**src/design/tlrq_pkg.sv**
```systemverilog
// tlrq_pkg: shared constants, codes and types of the three-level ready queue scheduler
// used by tlrq_ctrl, three_level_ready_queue_scheduler and tlrq_checker
`default_nettype none

package tlrq_pkg;

    localparam int NUM_PROCS   = 32;
    localparam int PID_W       = 5;
    localparam int CNT_W       = $clog2(NUM_PROCS + 1);
    localparam int NUM_CLASSES = 3;

    typedef logic [PID_W-1:0] t_pid;
    typedef logic [CNT_W-1:0] t_cnt;

    localparam logic [2:0] REQ_READY   = 3'd0;
    localparam logic [2:0] REQ_UNREADY = 3'd1;
    localparam logic [2:0] REQ_PICK    = 3'd2;
    localparam logic [2:0] REQ_ROTATE  = 3'd3;
    localparam logic [2:0] REQ_STOP    = 3'd4;

    localparam logic [1:0] CLS_TASK   = 2'd0;
    localparam logic [1:0] CLS_SERVER = 2'd1;
    localparam logic [1:0] CLS_USER   = 2'd2;

    typedef enum logic [2:0] {
        ST_IDLE,
        ST_EXEC,
        ST_HEAD_RD,
        ST_WALK_RD,
        ST_UNLINK,
        ST_ROT_RD,
        ST_PICK,
        ST_DONE
    } t_state;

    typedef struct packed {
        logic [2:0] req_type;
        t_pid       pid;
        logic [1:0] cls;
    } t_req;

    typedef struct packed {
        t_pid running;
        t_pid billed;
        logic idle;
    } t_result;

endpackage

`default_nettype wire

```
**src/design/tlrq_ctrl.sv**
```systemverilog
// tlrq_ctrl: request sequencer, queue head/tail registers and the link memory
// depends on tlrq_pkg
`default_nettype none

module tlrq_ctrl (
    input  wire logic              i_clk,
    input  wire logic              i_rst_n,
    input  wire logic              i_start,
    input  wire tlrq_pkg::t_req    i_req,
    input  wire tlrq_pkg::t_pid    i_idle_proc,
    input  wire logic              i_take,
    output logic                   o_busy,
    output logic                   o_done,
    output tlrq_pkg::t_result      o_result
);

    tlrq_pkg::t_state r_state, n_state;
    tlrq_pkg::t_req   r_req, n_req;
    logic [tlrq_pkg::NUM_CLASSES-1:0] r_hv, n_hv;
    tlrq_pkg::t_pid   r_head [tlrq_pkg::NUM_CLASSES];
    tlrq_pkg::t_pid   n_head [tlrq_pkg::NUM_CLASSES];
    tlrq_pkg::t_pid   r_tail [tlrq_pkg::NUM_CLASSES];
    tlrq_pkg::t_pid   n_tail [tlrq_pkg::NUM_CLASSES];
    tlrq_pkg::t_pid   r_cur, n_cur;
    tlrq_pkg::t_pid   r_bill, n_bill;
    logic             r_idle, n_idle;
    tlrq_pkg::t_pid   r_prev, n_prev;
    tlrq_pkg::t_cnt   r_cnt, n_cnt;

    tlrq_pkg::t_pid   link_mem [tlrq_pkg::NUM_PROCS];
    tlrq_pkg::t_pid   r_rdata;
    logic             mem_we, mem_re;
    tlrq_pkg::t_pid   mem_wa, mem_wd, mem_ra;

    tlrq_pkg::t_pid   pk_cur, pk_bill;
    logic             pk_idle;
    logic             cls_ok;
    logic [1:0]       c;
    tlrq_pkg::t_pid   p;

    // link memory, one write and one registered read port
    always_ff @(posedge i_clk) begin
        if (mem_we) begin
            link_mem[mem_wa] <= mem_wd;
        end
        if (mem_re) begin
            r_rdata <= link_mem[mem_ra];
        end
    end

    // priority pick over the three queues
    always_comb begin
        pk_bill = r_bill;
        pk_idle = 1'b0;
        if (r_hv[tlrq_pkg::CLS_TASK]) begin
            pk_cur = r_head[tlrq_pkg::CLS_TASK];
        end else if (r_hv[tlrq_pkg::CLS_SERVER]) begin
            pk_cur = r_head[tlrq_pkg::CLS_SERVER];
        end else if (r_hv[tlrq_pkg::CLS_USER]) begin
            pk_cur  = r_head[tlrq_pkg::CLS_USER];
            pk_bill = r_head[tlrq_pkg::CLS_USER];
        end else begin
            pk_cur  = i_idle_proc;
            pk_bill = i_idle_proc;
            pk_idle = 1'b1;
        end
    end

    assign c      = r_req.cls;
    assign p      = r_req.pid;
    assign cls_ok = (c != 2'd3) && (32'(p) < 32'(tlrq_pkg::NUM_PROCS));

    always_comb begin
        n_state = r_state;
        n_req   = r_req;
        n_hv    = r_hv;
        n_head  = r_head;
        n_tail  = r_tail;
        n_cur   = r_cur;
        n_bill  = r_bill;
        n_idle  = r_idle;
        n_prev  = r_prev;
        n_cnt   = r_cnt;
        mem_we  = 1'b0;
        mem_wa  = r_prev;
        mem_wd  = r_rdata;
        mem_re  = 1'b0;
        mem_ra  = p;
        o_done  = 1'b0;
        case (r_state)
            tlrq_pkg::ST_IDLE: begin
                if (i_start) begin
                    n_req   = i_req;
                    n_state = tlrq_pkg::ST_EXEC;
                end
            end
            tlrq_pkg::ST_EXEC: begin
                n_state = tlrq_pkg::ST_DONE;
                case (r_req.req_type)
                    tlrq_pkg::REQ_READY: begin
                        if (cls_ok) begin
                            if (!r_hv[c]) begin
                                n_hv[c]   = 1'b1;
                                n_head[c] = p;
                                n_tail[c] = p;
                                n_cur     = p;
                                n_idle    = 1'b0;
                            end else if (c == tlrq_pkg::CLS_USER) begin
                                mem_we    = 1'b1;
                                mem_wa    = p;
                                mem_wd    = r_head[c];
                                n_head[c] = p;
                            end else begin
                                mem_we    = 1'b1;
                                mem_wa    = r_tail[c];
                                mem_wd    = p;
                                n_tail[c] = p;
                            end
                        end
                    end
                    tlrq_pkg::REQ_UNREADY: begin
                        if (cls_ok && r_hv[c]) begin
                            if (r_head[c] == p) begin
                                if (r_tail[c] == p) begin
                                    n_hv[c] = 1'b0;
                                    if (r_cur == p) begin
                                        n_state = tlrq_pkg::ST_PICK;
                                    end
                                end else begin
                                    mem_re  = 1'b1;
                                    mem_ra  = p;
                                    n_state = tlrq_pkg::ST_HEAD_RD;
                                end
                            end else if (r_head[c] != r_tail[c]) begin
                                mem_re  = 1'b1;
                                mem_ra  = r_head[c];
                                n_prev  = r_head[c];
                                n_cnt   = tlrq_pkg::CNT_W'(1);
                                n_state = tlrq_pkg::ST_WALK_RD;
                            end
                        end
                    end
                    tlrq_pkg::REQ_PICK: begin
                        n_state = tlrq_pkg::ST_PICK;
                    end
                    tlrq_pkg::REQ_ROTATE: begin
                        if (r_hv[tlrq_pkg::CLS_USER]) begin
                            if (r_head[tlrq_pkg::CLS_USER] == r_tail[tlrq_pkg::CLS_USER]) begin
                                n_state = tlrq_pkg::ST_PICK;
                            end else begin
                                mem_re  = 1'b1;
                                mem_ra  = r_head[tlrq_pkg::CLS_USER];
                                mem_we  = 1'b1;
                                mem_wa  = r_tail[tlrq_pkg::CLS_USER];
                                mem_wd  = r_head[tlrq_pkg::CLS_USER];
                                n_tail[tlrq_pkg::CLS_USER] = r_head[tlrq_pkg::CLS_USER];
                                n_state = tlrq_pkg::ST_ROT_RD;
                            end
                        end
                    end
                    tlrq_pkg::REQ_STOP: begin
                        n_hv[tlrq_pkg::CLS_USER] = 1'b0;
                    end
                    default: begin
                        n_state = tlrq_pkg::ST_DONE;
                    end
                endcase
            end
            tlrq_pkg::ST_HEAD_RD: begin
                n_head[c] = r_rdata;
                n_state   = (r_cur == p) ? tlrq_pkg::ST_PICK : tlrq_pkg::ST_DONE;
            end
            tlrq_pkg::ST_WALK_RD: begin
                // r_rdata is the successor of r_prev
                if (r_rdata == p) begin
                    if (r_tail[c] == p) begin
                        n_tail[c] = r_prev;
                        n_state   = tlrq_pkg::ST_DONE;
                    end else begin
                        mem_re  = 1'b1;
                        mem_ra  = p;
                        n_state = tlrq_pkg::ST_UNLINK;
                    end
                end else if (r_rdata == r_tail[c] ||
                             r_cnt == tlrq_pkg::CNT_W'(tlrq_pkg::NUM_PROCS)) begin
                    n_state = tlrq_pkg::ST_DONE;
                end else begin
                    mem_re = 1'b1;
                    mem_ra = r_rdata;
                    n_prev = r_rdata;
                    n_cnt  = r_cnt + tlrq_pkg::CNT_W'(1);
                end
            end
            tlrq_pkg::ST_UNLINK: begin
                mem_we  = 1'b1;
                mem_wa  = r_prev;
                mem_wd  = r_rdata;
                n_state = tlrq_pkg::ST_DONE;
            end
            tlrq_pkg::ST_ROT_RD: begin
                n_head[tlrq_pkg::CLS_USER] = r_rdata;
                n_state = tlrq_pkg::ST_PICK;
            end
            tlrq_pkg::ST_PICK: begin
                n_cur   = pk_cur;
                n_bill  = pk_bill;
                n_idle  = pk_idle;
                n_state = tlrq_pkg::ST_DONE;
            end
            tlrq_pkg::ST_DONE: begin
                o_done = 1'b1;
                if (i_take) begin
                    n_state = tlrq_pkg::ST_IDLE;
                end
            end
            default: begin
                n_state = tlrq_pkg::ST_IDLE;
            end
        endcase
    end

    always_ff @(posedge i_clk) begin
        if (!i_rst_n) begin
            r_state <= tlrq_pkg::ST_IDLE;
            r_hv    <= '0;
            r_head  <= '{default: '0};
            r_tail  <= '{default: '0};
            r_cur   <= '0;
            r_bill  <= '0;
            r_idle  <= 1'b1;
        end else begin
            r_state <= n_state;
            r_hv    <= n_hv;
            r_head  <= n_head;
            r_tail  <= n_tail;
            r_cur   <= n_cur;
            r_bill  <= n_bill;
            r_idle  <= n_idle;
        end
    end

    always_ff @(posedge i_clk) begin
        r_req  <= n_req;
        r_prev <= n_prev;
        r_cnt  <= n_cnt;
    end

    assign o_busy   = (r_state != tlrq_pkg::ST_IDLE);
    assign o_result = '{running: r_cur, billed: r_bill, idle: r_idle};

endmodule

`default_nettype wire

```
**src/design/three_level_ready_queue_scheduler.sv**
```systemverilog
// three_level_ready_queue_scheduler: top level with handshakes, idle process register
// and result register; depends on tlrq_pkg and tlrq_ctrl
`default_nettype none

// Scheduler over three linked ready queues (task, server, user) of 32 process ids.
// One request is taken at a time and gives one result: the running process, the
// billed process and whether the idle process runs, as they stand after the request.
// Unready of an entry other than the head walks its queue through the single read
// port of the link memory, one link per cycle. A new request is taken while the
// previous result still waits in the output register. The link memory needs no
// clearing after reset.
module three_level_ready_queue_scheduler (
    input  wire logic                   i_clk,
    input  wire logic                   i_rst_n,
    input  wire logic                   i_in_valid,
    output logic                        o_in_stall,
    input  wire logic [2:0]             i_req_type,
    input  wire tlrq_pkg::t_pid         i_proc_id,
    input  wire logic [1:0]             i_proc_class,
    output logic                        o_out_valid,
    input  wire logic                   i_out_stall,
    output tlrq_pkg::t_pid              o_running_proc,
    output tlrq_pkg::t_pid              o_billed_proc,
    output logic                        o_idle_selected,
    input  wire logic                   i_cfg_we,
    input  wire tlrq_pkg::t_pid         i_cfg_data
);

    tlrq_pkg::t_pid    r_idle_proc;
    logic              r_out_valid;
    tlrq_pkg::t_result r_out;
    tlrq_pkg::t_result ctrl_result;
    tlrq_pkg::t_req    req;
    logic              busy, done, take;

    assign req  = '{req_type: i_req_type, pid: i_proc_id, cls: i_proc_class};
    assign take = !r_out_valid || !i_out_stall;

    tlrq_ctrl u_ctrl (
        .i_clk       (i_clk),
        .i_rst_n     (i_rst_n),
        .i_start     (i_in_valid),
        .i_req       (req),
        .i_idle_proc (r_idle_proc),
        .i_take      (take),
        .o_busy      (busy),
        .o_done      (done),
        .o_result    (ctrl_result)
    );

    always_ff @(posedge i_clk) begin
        if (!i_rst_n) begin
            r_idle_proc <= '0;
            r_out_valid <= 1'b0;
        end else begin
            if (i_cfg_we) begin
                r_idle_proc <= i_cfg_data;
            end
            if (done && take) begin
                r_out_valid <= 1'b1;
            end else if (!i_out_stall) begin
                r_out_valid <= 1'b0;
            end
        end
    end

    always_ff @(posedge i_clk) begin
        if (done && take) begin
            r_out <= ctrl_result;
        end
    end

    assign o_in_stall      = busy;
    assign o_out_valid     = r_out_valid;
    assign o_running_proc  = r_out.running;
    assign o_billed_proc   = r_out.billed;
    assign o_idle_selected = r_out.idle;

endmodule

`default_nettype wire

```
**config.mk**
```make
export PLATFORM = sky130hd
export DESIGN_NAME = three_level_ready_queue_scheduler
export DESIGN_NICKNAME = d
export VERILOG_FILES = /design/src/design/tlrq_pkg.sv /design/src/design/tlrq_ctrl.sv /design/src/design/three_level_ready_queue_scheduler.sv
export SDC_FILE = /design/constraint.sdc
export NUM_CORES = 1
export LEC_CHECK = 0
export BUFFER_PORTS_ARGS = -buffer_cell sky130_fd_sc_hd__buf_4
export CAP_MARGIN = 20
export CORE_ASPECT_RATIO = 0.7
export CORE_MARGIN = 3
export CORE_UTILIZATION = 45
export DETAILED_ROUTE_END_ITERATION = 8
export PLACE_DENSITY_LB_ADDON = 0.15
export SYNTH_ARGS = -nofsm -noshare
export SYNTH_HDL_FRONTEND = slang
export SYNTH_SLANG_ARGS = --single-unit
```
**constraint.sdc**
```tcl
create_clock -name i_clk -period 3.4 [get_ports i_clk]
set_clock_uncertainty 0.05 [all_clocks]
set_input_delay 0.17 -clock i_clk [delete_from_list [all_inputs] [get_ports i_clk]]
set_output_delay 0.17 -clock i_clk [all_outputs]
set_load 0.01 [all_outputs]
```
==> impl_metrics.env, run 1 <==
export IMPL_nNetsFinal=1333
export IMPL_die_area_sq_um=28900
export IMPL_synth_top_cells_by_area="edfxtp_1 49%, dfxtp_1 8.8%, mux2i_1 5.8%"
export IMPL_cts_buffers=26
export IMPL_irDropWorstVdd_uv=359
export IMPL_ys_ff_latch=250
export IMPL_synthArstFlopShare_pct=0
export IMPL_num_antenna_cells=0
export IMPL_yosysWarnings=0
export IMPL_hold_path_class="input port to flop"
export IMPL_route_detailed_drc=0
export IMPL_slew_limit_headroom_pct=49.3
export IMPL_drive_above_1_share_pct=29.7
export IMPL_yosys_area_top_type="edfxtp_1"
export IMPL_multi_input_area_sq_um=5290
export IMPL_start_util_pct=46.4
export IMPL_critPathMaxFanout=8
export IMPL_critPathRequiredTime_ns=3.72
export IMPL_reg2regPathDepth=16
export IMPL_worst_slack_ns=-0.357
export IMPL_fp_coreArea_sq_um=26100
export IMPL_path_class="flop to flop"
export IMPL_grt_first_pass_wirelength_mm=58.0
export IMPL_crit_top_cell="buf_12"
export IMPL_r2r_start="u_ctrl.c[0]"
export IMPL_area_growth_pct=31.4
export IMPL_cts_max_level=1
export IMPL_hold_depth=2
export IMPL_syn_area_per_cell_sq_um=11.1
export IMPL_clk_path_buf_depth=3
export IMPL_violations="setup timing"
export IMPL_synth_cell_area_sq_um=12100
export IMPL_grt_pass1_vias=9338
export IMPL_synth_top_area_share_pct=48.9
export IMPL_hold_path_startpoint="i_rst_n"
export IMPL_r2r_setup_slack_ns=-0.36
export IMPL_critPathTopFamily="compound AO/OA/AOI/OAI gates"
export IMPL_synthFlopType="edfxtp_1"
export IMPL_rsz0062_at_grt="true"
export IMPL_status="finished with violations"
export IMPL_seq_area_frac_synth_pct=57.7
export IMPL_cts_root_buf="clkbuf_16"
export IMPL_grt_max_degree=54
export IMPL_p_per_area_nw_per_um2=516
export IMPL_start_kind="flop"
export IMPL_syn_nets=1114
export IMPL_cts_sinks=250
export IMPL_vias=9800
export IMPL_r2r_end="u_ctrl.r_rdata[4]"
export IMPL_fmax_ghz=0.266
export IMPL_leakage_nw=5.96
export IMPL_tightest_slew_ns=0.760
export IMPL_crit_slowest_cell="edfxtp_1"
export IMPL_min_period_over_period_pct=111
export IMPL_regArea_sq_um=6980
export IMPL_antenna_left=0
export IMPL_grtUsageTotal_pct=26.6
export IMPL_setup_viol=5
export IMPL_cts_tree="yes"
export IMPL_die_width_microns=202
export IMPL_arrival_ns=4.08
export IMPL_die_y_microns=143
export IMPL_synth_edf_count=197
export IMPL_globalRoute_totalOverflow=0
export IMPL_yosys_cell_types_count=67
export IMPL_clock_latency_ns=0.55
export IMPL_drt_pass1_iter_count=6
export IMPL_num_fill_cells=2143
export IMPL_place_port_buffers=32
export IMPL_wl_per_cell_microns=22.9
export IMPL_hpwl_mm=27.5
export IMPL_wirelength_mm=38.6
export IMPL_crit_buf_inv=5
export IMPL_antenna_found_initial=0
export IMPL_gp_congestion=0.982
export IMPL_drv_cap=0
export IMPL_crit_chain="buf_6, buf_12, mux2i_4, or3_4, a32oi_2, nand4_1, o211a_4, buf_6, a221o_1, nor2_2, buf_12, buf_12, nand2_2, a32oi_2, o22ai_4, nor4_2"
export IMPL_cp_depth=16
export IMPL_max_stage_delay_ns=0.41
export IMPL_synth_cells=1092
export IMPL_min_to="u_ctrl.r_idle"
export IMPL_yosys_top_cells_count="197 x edfxtp_1, 133 x nand2_1, 102 x nor2_1, 70 x mux2i_1, 53 x dfxtp_1"
export IMPL_period_needed_ns=3.76
export IMPL_row_count=49
export IMPL_end_kind="flop"
export IMPL_synth_most_common_cell="edfxtp_1"
export IMPL_first_iter_violations=859
export IMPL_hold_viol=0
export IMPL_path_clk_slew_ns=0.06
export IMPL_viasPerCell=5.81
export IMPL_ios=33
export IMPL_drv_slew=0
export IMPL_pre_cts_slack_ns=-0.600
export IMPL_finalPower_mw=8.19
==> through the flow <==
stage | instances | setup TNS (ns) | hold WS, ns | area, sq um | util [%]
3_5_place_dp | 1604 | -3.27 | 0.300 | 14100 | 54.0
6_report | 1688 | -1.67 | 0.0430 | 15900 | 61.0
4_1_cts | 1682 | -1.61 | 0.0313 | 15600 | 59.8
2_1_floorplan | 1092 | -0.178 | 0.219 | 12100 | -
3_3_place_gp | 1604 | -2.70 | 0.298 | 14100 | 54.0
5_1_grt | 1688 | -2.60 | 0.0526 | 15900 | 61.0
==> power by group <==
part / switching, mW / internal [mW]
combinational: 1.07 / 0.797
clock: 1.22 / 1.61
sequential: 0.0649 / 3.44
total: 2.35 / 5.84
==> layout make-up <==
| type | count | area share [%] |
|---|---|---|
| Clock inverter | 17 | 0.953 |
| Inverter | 21 | 0.496 |
| Multi-Input combinational cell | 748 | 33.3 |
| Timing Repair Buffer | 264 | 14.2 |
| Clock buffer | 31 | 4.35 |
| Tap cell | 357 | 2.81 |
| Sequential cell | 250 | 43.9 |
==> sequential cells by signal, summed over array words and instances, names as in the netlist, 5 cells and up, named ones only <==
name and flops:
u_ctrl.link_mem 160, u_ctrl.r_head 15, u_ctrl.r_tail 15, u_ctrl.r_cnt 6, o_billed_proc 5, o_running_proc 5
r_idle_proc 5, u_ctrl.p 5, u_ctrl.r_bill 5, u_ctrl.r_cur 5, u_ctrl.r_prev 5, u_ctrl.r_rdata 5
==> metal layers <==
layer	wire length [microns]	GRT usage, %	up-vias
met1	18700	42.6	4771
met4	767	5.54	2
met3	4620	8.84	62
met5	37	0	-
li1	-	-	4480
met2	14400	34.4	485
==> layout by cell type (no fill, tap or decap), types with 7 or more instances in the layout <==
master and instances:
xnor2_1 23, dfxtp_1 53, a21oi_1 50, mux2i_4 9, buf_4 218, o211ai_1 16, nand3_1 50, inv_1 21
and3_1 10, nor2_1 72, nor3_1 10, nor2_4 8, nand3b_1 7, nand2_1 126, o211a_1 26, nor2_2 22
nand2b_1 10, edfxtp_1 197, clkbuf_16 28, a211oi_1 7, a22oi_1 21, mux2_2 10, nand4_1 7, buf_6 11
o21ai_0 29, dlygate4sd3_1 21, xor2_1 14, mux2i_1 58, buf_12 10, nor2b_1 30
==> worst max-delay path by stage <==
stage                      startpoint                end  slack [ns]
final                     u_ctrl.c[0]  u_ctrl.r_rdata[4]       -0.36
after detailed placement  u_ctrl.c[0]  u_ctrl.r_rdata[4]       -0.60
after global routing      u_ctrl.c[1]  u_ctrl.r_rdata[4]       -0.49
after floorplan           u_ctrl.c[0]  u_ctrl.r_rdata[2]       -0.09
after global placement    u_ctrl.c[0]  u_ctrl.r_rdata[4]       -0.54
after CTS                 u_ctrl.c[0]  u_ctrl.r_rdata[4]       -0.33
==> cell families (layout without fill, tap and decap cells) <==
logic type,count (synthesis),after routing,share of synthesized area (%)
xor+xnor,38,38,2.75
compound gates,238,238,14.0
simple gates,389,389,15.2
mux,81,81,6.82
buf+inv,94,333,3.38
fa+ha+maj,2,2,0.207
flops,250,250,57.7
==> timing repair <==
| item | 4_1_cts | 5_1_grt |
|---|---|---|
| hold buffers | 21 | 0 |
| pin swaps | 32 | 19 |
| resized for setup | 72 | 58 |
| gates cloned | 1 | 1 |
| endpoints found under the hold margin | 16 | 0 |
| buffers inserted | 11 | 4 |
| endpoints found under the setup margin | 35 | 251 |
Note: power is estimated with default switching activity, not from simulation.
==> run 2: changes to the inputs <==
--- a/config.mk
+++ b/config.mk
@@ -5,12 +5,14 @@
 export SDC_FILE = /design/constraint.sdc
 export NUM_CORES = 1
 export LEC_CHECK = 0
-export BUFFER_PORTS_ARGS = -buffer_cell sky130_fd_sc_hd__buf_4
 export CAP_MARGIN = 20
+export CELL_PAD_IN_SITES_DETAIL_PLACEMENT = 0
+export CELL_PAD_IN_SITES_GLOBAL_PLACEMENT = 1
 export CORE_ASPECT_RATIO = 0.7
 export CORE_MARGIN = 3
 export CORE_UTILIZATION = 45
 export DETAILED_ROUTE_END_ITERATION = 8
+export DONT_BUFFER_PORTS = 1
 export PLACE_DENSITY_LB_ADDON = 0.15
 export SYNTH_ARGS = -nofsm -noshare
 export SYNTH_HDL_FRONTEND = slang
==> run 2 against run 1 <==
The flow still finishes with violations (setup timing). Clock power down 5%. Combinational power decreased by 5%. Hold slack improved by 0.00065 ns. Register-to-register slack got worse by 0.12 ns. Critical endpoint is now u_ctrl.r_rdata[3]. Highest routed layer is now met4.
==> impl_metrics.env, run 2 (synthesis results as in run 1) <==
export IMPL_combPwrFrac_pct=22.2
export IMPL_finalPower_mw=7.94
export IMPL_grtUsageTotal_pct=25.2
export IMPL_first_iter_violations=1027
export IMPL_min_to="o_running_proc[2]"
export IMPL_leakage_nw=5.94
export IMPL_r2r_end="u_ctrl.r_rdata[3]"
export IMPL_die_y_microns=143
export IMPL_wl_per_cell_microns=22.1
export IMPL_gp_congestion=0.949
export IMPL_violations="setup timing"
export IMPL_ios=33
export IMPL_vias=9571
export IMPL_reg_top3="u_ctrl.link_mem x160, u_ctrl.r_head x15, u_ctrl.r_tail x15"
export IMPL_power_internal_mw=5.70
export IMPL_r2r_setup_slack_ns=-0.48
export IMPL_period_needed_ns=3.88
export IMPL_area_growth_pct=29.3
export IMPL_wirelength_mm=37.2
export IMPL_fp_coreArea_sq_um=26100
export IMPL_drive_above_1_share_pct=27.7
export IMPL_cts_buffers=25
export IMPL_hpwl_mm=26.9
export IMPL_die_width_microns=202
export IMPL_critPathTopFamily="simple AND/OR/NAND/NOR gates"
export IMPL_cts_max_level=1
export IMPL_rsz0062_at_grt="true"
export IMPL_row_count=49
export IMPL_drv_slew=0
export IMPL_setup_tns_ns=-2.29
export IMPL_start_util_pct=46.4
export IMPL_slew_limit_headroom_pct=38.8
export IMPL_num_antenna_cells=0
export IMPL_crit_buf_inv=4
export IMPL_p_switching_mw=2.24
export IMPL_hold_viol=0
export IMPL_crit_chain="buf_6, buf_12, mux2i_2, or3_1, a32oi_2, nand4_1, o211a_4, buf_12, or4b_4, nand2_8, buf_8, mux2i_1, mux2_4, a221o_1, a311oi_2"
export IMPL_viasPerCell=5.68
export IMPL_hold_path_class="input port to flop"
export IMPL_globalRoute_totalOverflow=0
export IMPL_dp_cells=1599
export IMPL_worst_slack_ns=-0.477
export IMPL_nNetsFinal=1331
export IMPL_pwr_share_seq_pct=44.1
export IMPL_min_period_over_period_pct=114
export IMPL_swShare_pct=28.2
export IMPL_cts_sinks=250
export IMPL_clk_path_buf_depth=3
export IMPL_reg2regPathDepth=15
export IMPL_grt_first_pass_wirelength_mm=54.9
export IMPL_place_port_buffers=0
export IMPL_clockPowerShare_pct=33.7
export IMPL_setup_viol=5
export IMPL_critPathRequiredTime_ns=3.73
export IMPL_place_area_sq_um=14100
export IMPL_final_cell_mix="218 x buf_4, 197 x edfxtp_1, 130 x nand2_1"
export IMPL_timing_hold_ws_ns=0.0437
export IMPL_grt_max_degree=54
export IMPL_irDropWorstVdd_uv=390
export IMPL_antenna_found_initial=0
export IMPL_final_common_cell="buf_4"
export IMPL_largest_register="u_ctrl.link_mem"
export IMPL_fmax_ghz=0.258
export IMPL_status="finished with violations"
export IMPL_cts_tree="yes"
export IMPL_grt_pass1_vias=8866
export IMPL_clock_latency_ns=0.55
export IMPL_p_per_area_nw_per_um2=508
export IMPL_r2r_start="u_ctrl.c[0]"
export IMPL_tightest_slew_ns=0.919
export IMPL_final_area_sq_um=15600
export IMPL_hold_path_startpoint="i_out_stall"
export IMPL_arrival_ns=4.21
export IMPL_path_class="flop to flop"
export IMPL_hold_depth=1
export IMPL_drv_cap=0
export IMPL_antenna_left=0
export IMPL_max_stage_delay_ns=0.52
export IMPL_cts_root_buf="clkbuf_16"
export IMPL_critPathMaxFanout=8
export IMPL_end_kind="flop"
export IMPL_crit_slowest_cell="or4b_4"
export IMPL_crit_top_cell="buf_12"
export IMPL_drt_pass1_iter_count=5
export IMPL_largest_register_ffs=160
export IMPL_fin_cells=1685
export IMPL_die_area_sq_um=28900
export IMPL_start_kind="flop"
export IMPL_path_clk_slew_ns=0.06
export IMPL_route_detailed_drc=0
-- run 2: final cells by class --
cell class	instances	area, sq um
fill	2203	10400
multi-input combinational	748	5080
tap	357	447
inverter	21	78.8
sequential	250	6980
timing repair buffer	263	2290
clock buffer	31	648
clock inverter	15	126
-- run 2: power groups by stage --
stage | Clock [mW] | Combinational, mW | Sequential, mW
2_1_floorplan | 0 | 0.854 | 3.54
3_3_place_gp | 0 | 1.56 | 3.56
3_5_place_dp | 0 | 1.58 | 3.56
4_1_cts | 2.73 | 1.68 | 3.50
5_1_grt | 2.84 | 1.89 | 3.50
6_report | 2.68 | 1.77 | 3.50
-- run 2: how the worst max path moves through the flow --
stage,cells after the start,slack (ns),from,end
2_1_floorplan,13,-0.09,u_ctrl.c[0],u_ctrl.r_rdata[2]
3_3_place_gp,15,-0.52,u_ctrl.c[0],u_ctrl.r_rdata[1]
3_5_place_dp,15,-0.61,u_ctrl.c[0],u_ctrl.r_rdata[0]
4_1_cts,15,-0.46,u_ctrl.c[0],u_ctrl.r_rdata[3]
5_1_grt,14,-0.57,u_ctrl.c[0],u_ctrl.r_rdata[2]
6_report,15,-0.48,u_ctrl.c[0],u_ctrl.r_rdata[3]
-- run 2: per-stage QoR --
stage	utilization [%]	worst slack, ns
CTS	58.9	-0.456
global route	60.0	-0.574
global placement	54.0	-0.518
floorplan	-	-0.0893
detailed placement	54.1	-0.609
finish	60.0	-0.477
-- run 2: worst reg2reg max path, delay by kind of cell (launching register included) --
kind / cells / cell delay (ns)
muxes: 3 / 0.54
and+or+nand+nor: 4 / 1.20
AOI/OAI and AO/OA: 4 / 0.94
buffers and inverters: 4 / 0.59
DFF: 1 / 0.40
-- run 2: repair_timing --
action | in CTS | in global routing
hold buffers | 25 | 0
pin swaps | 10 | 11
setup buffers | 7 | 7
cloned | 1 | 0
resized for setup | 36 | 59
endpoints found under the setup margin | 86 | 159
endpoints found under the hold margin | 63 | 0
-- run 2: per-layer routing --
layer	routed length, microns	GRT usage (%)	vias up
met5	0	0	-
met4	697	4.73	0
met1	19000	42.2	4652
met2	13900	32.4	389
met3	3580	5.97	45
li1	-	-	4485
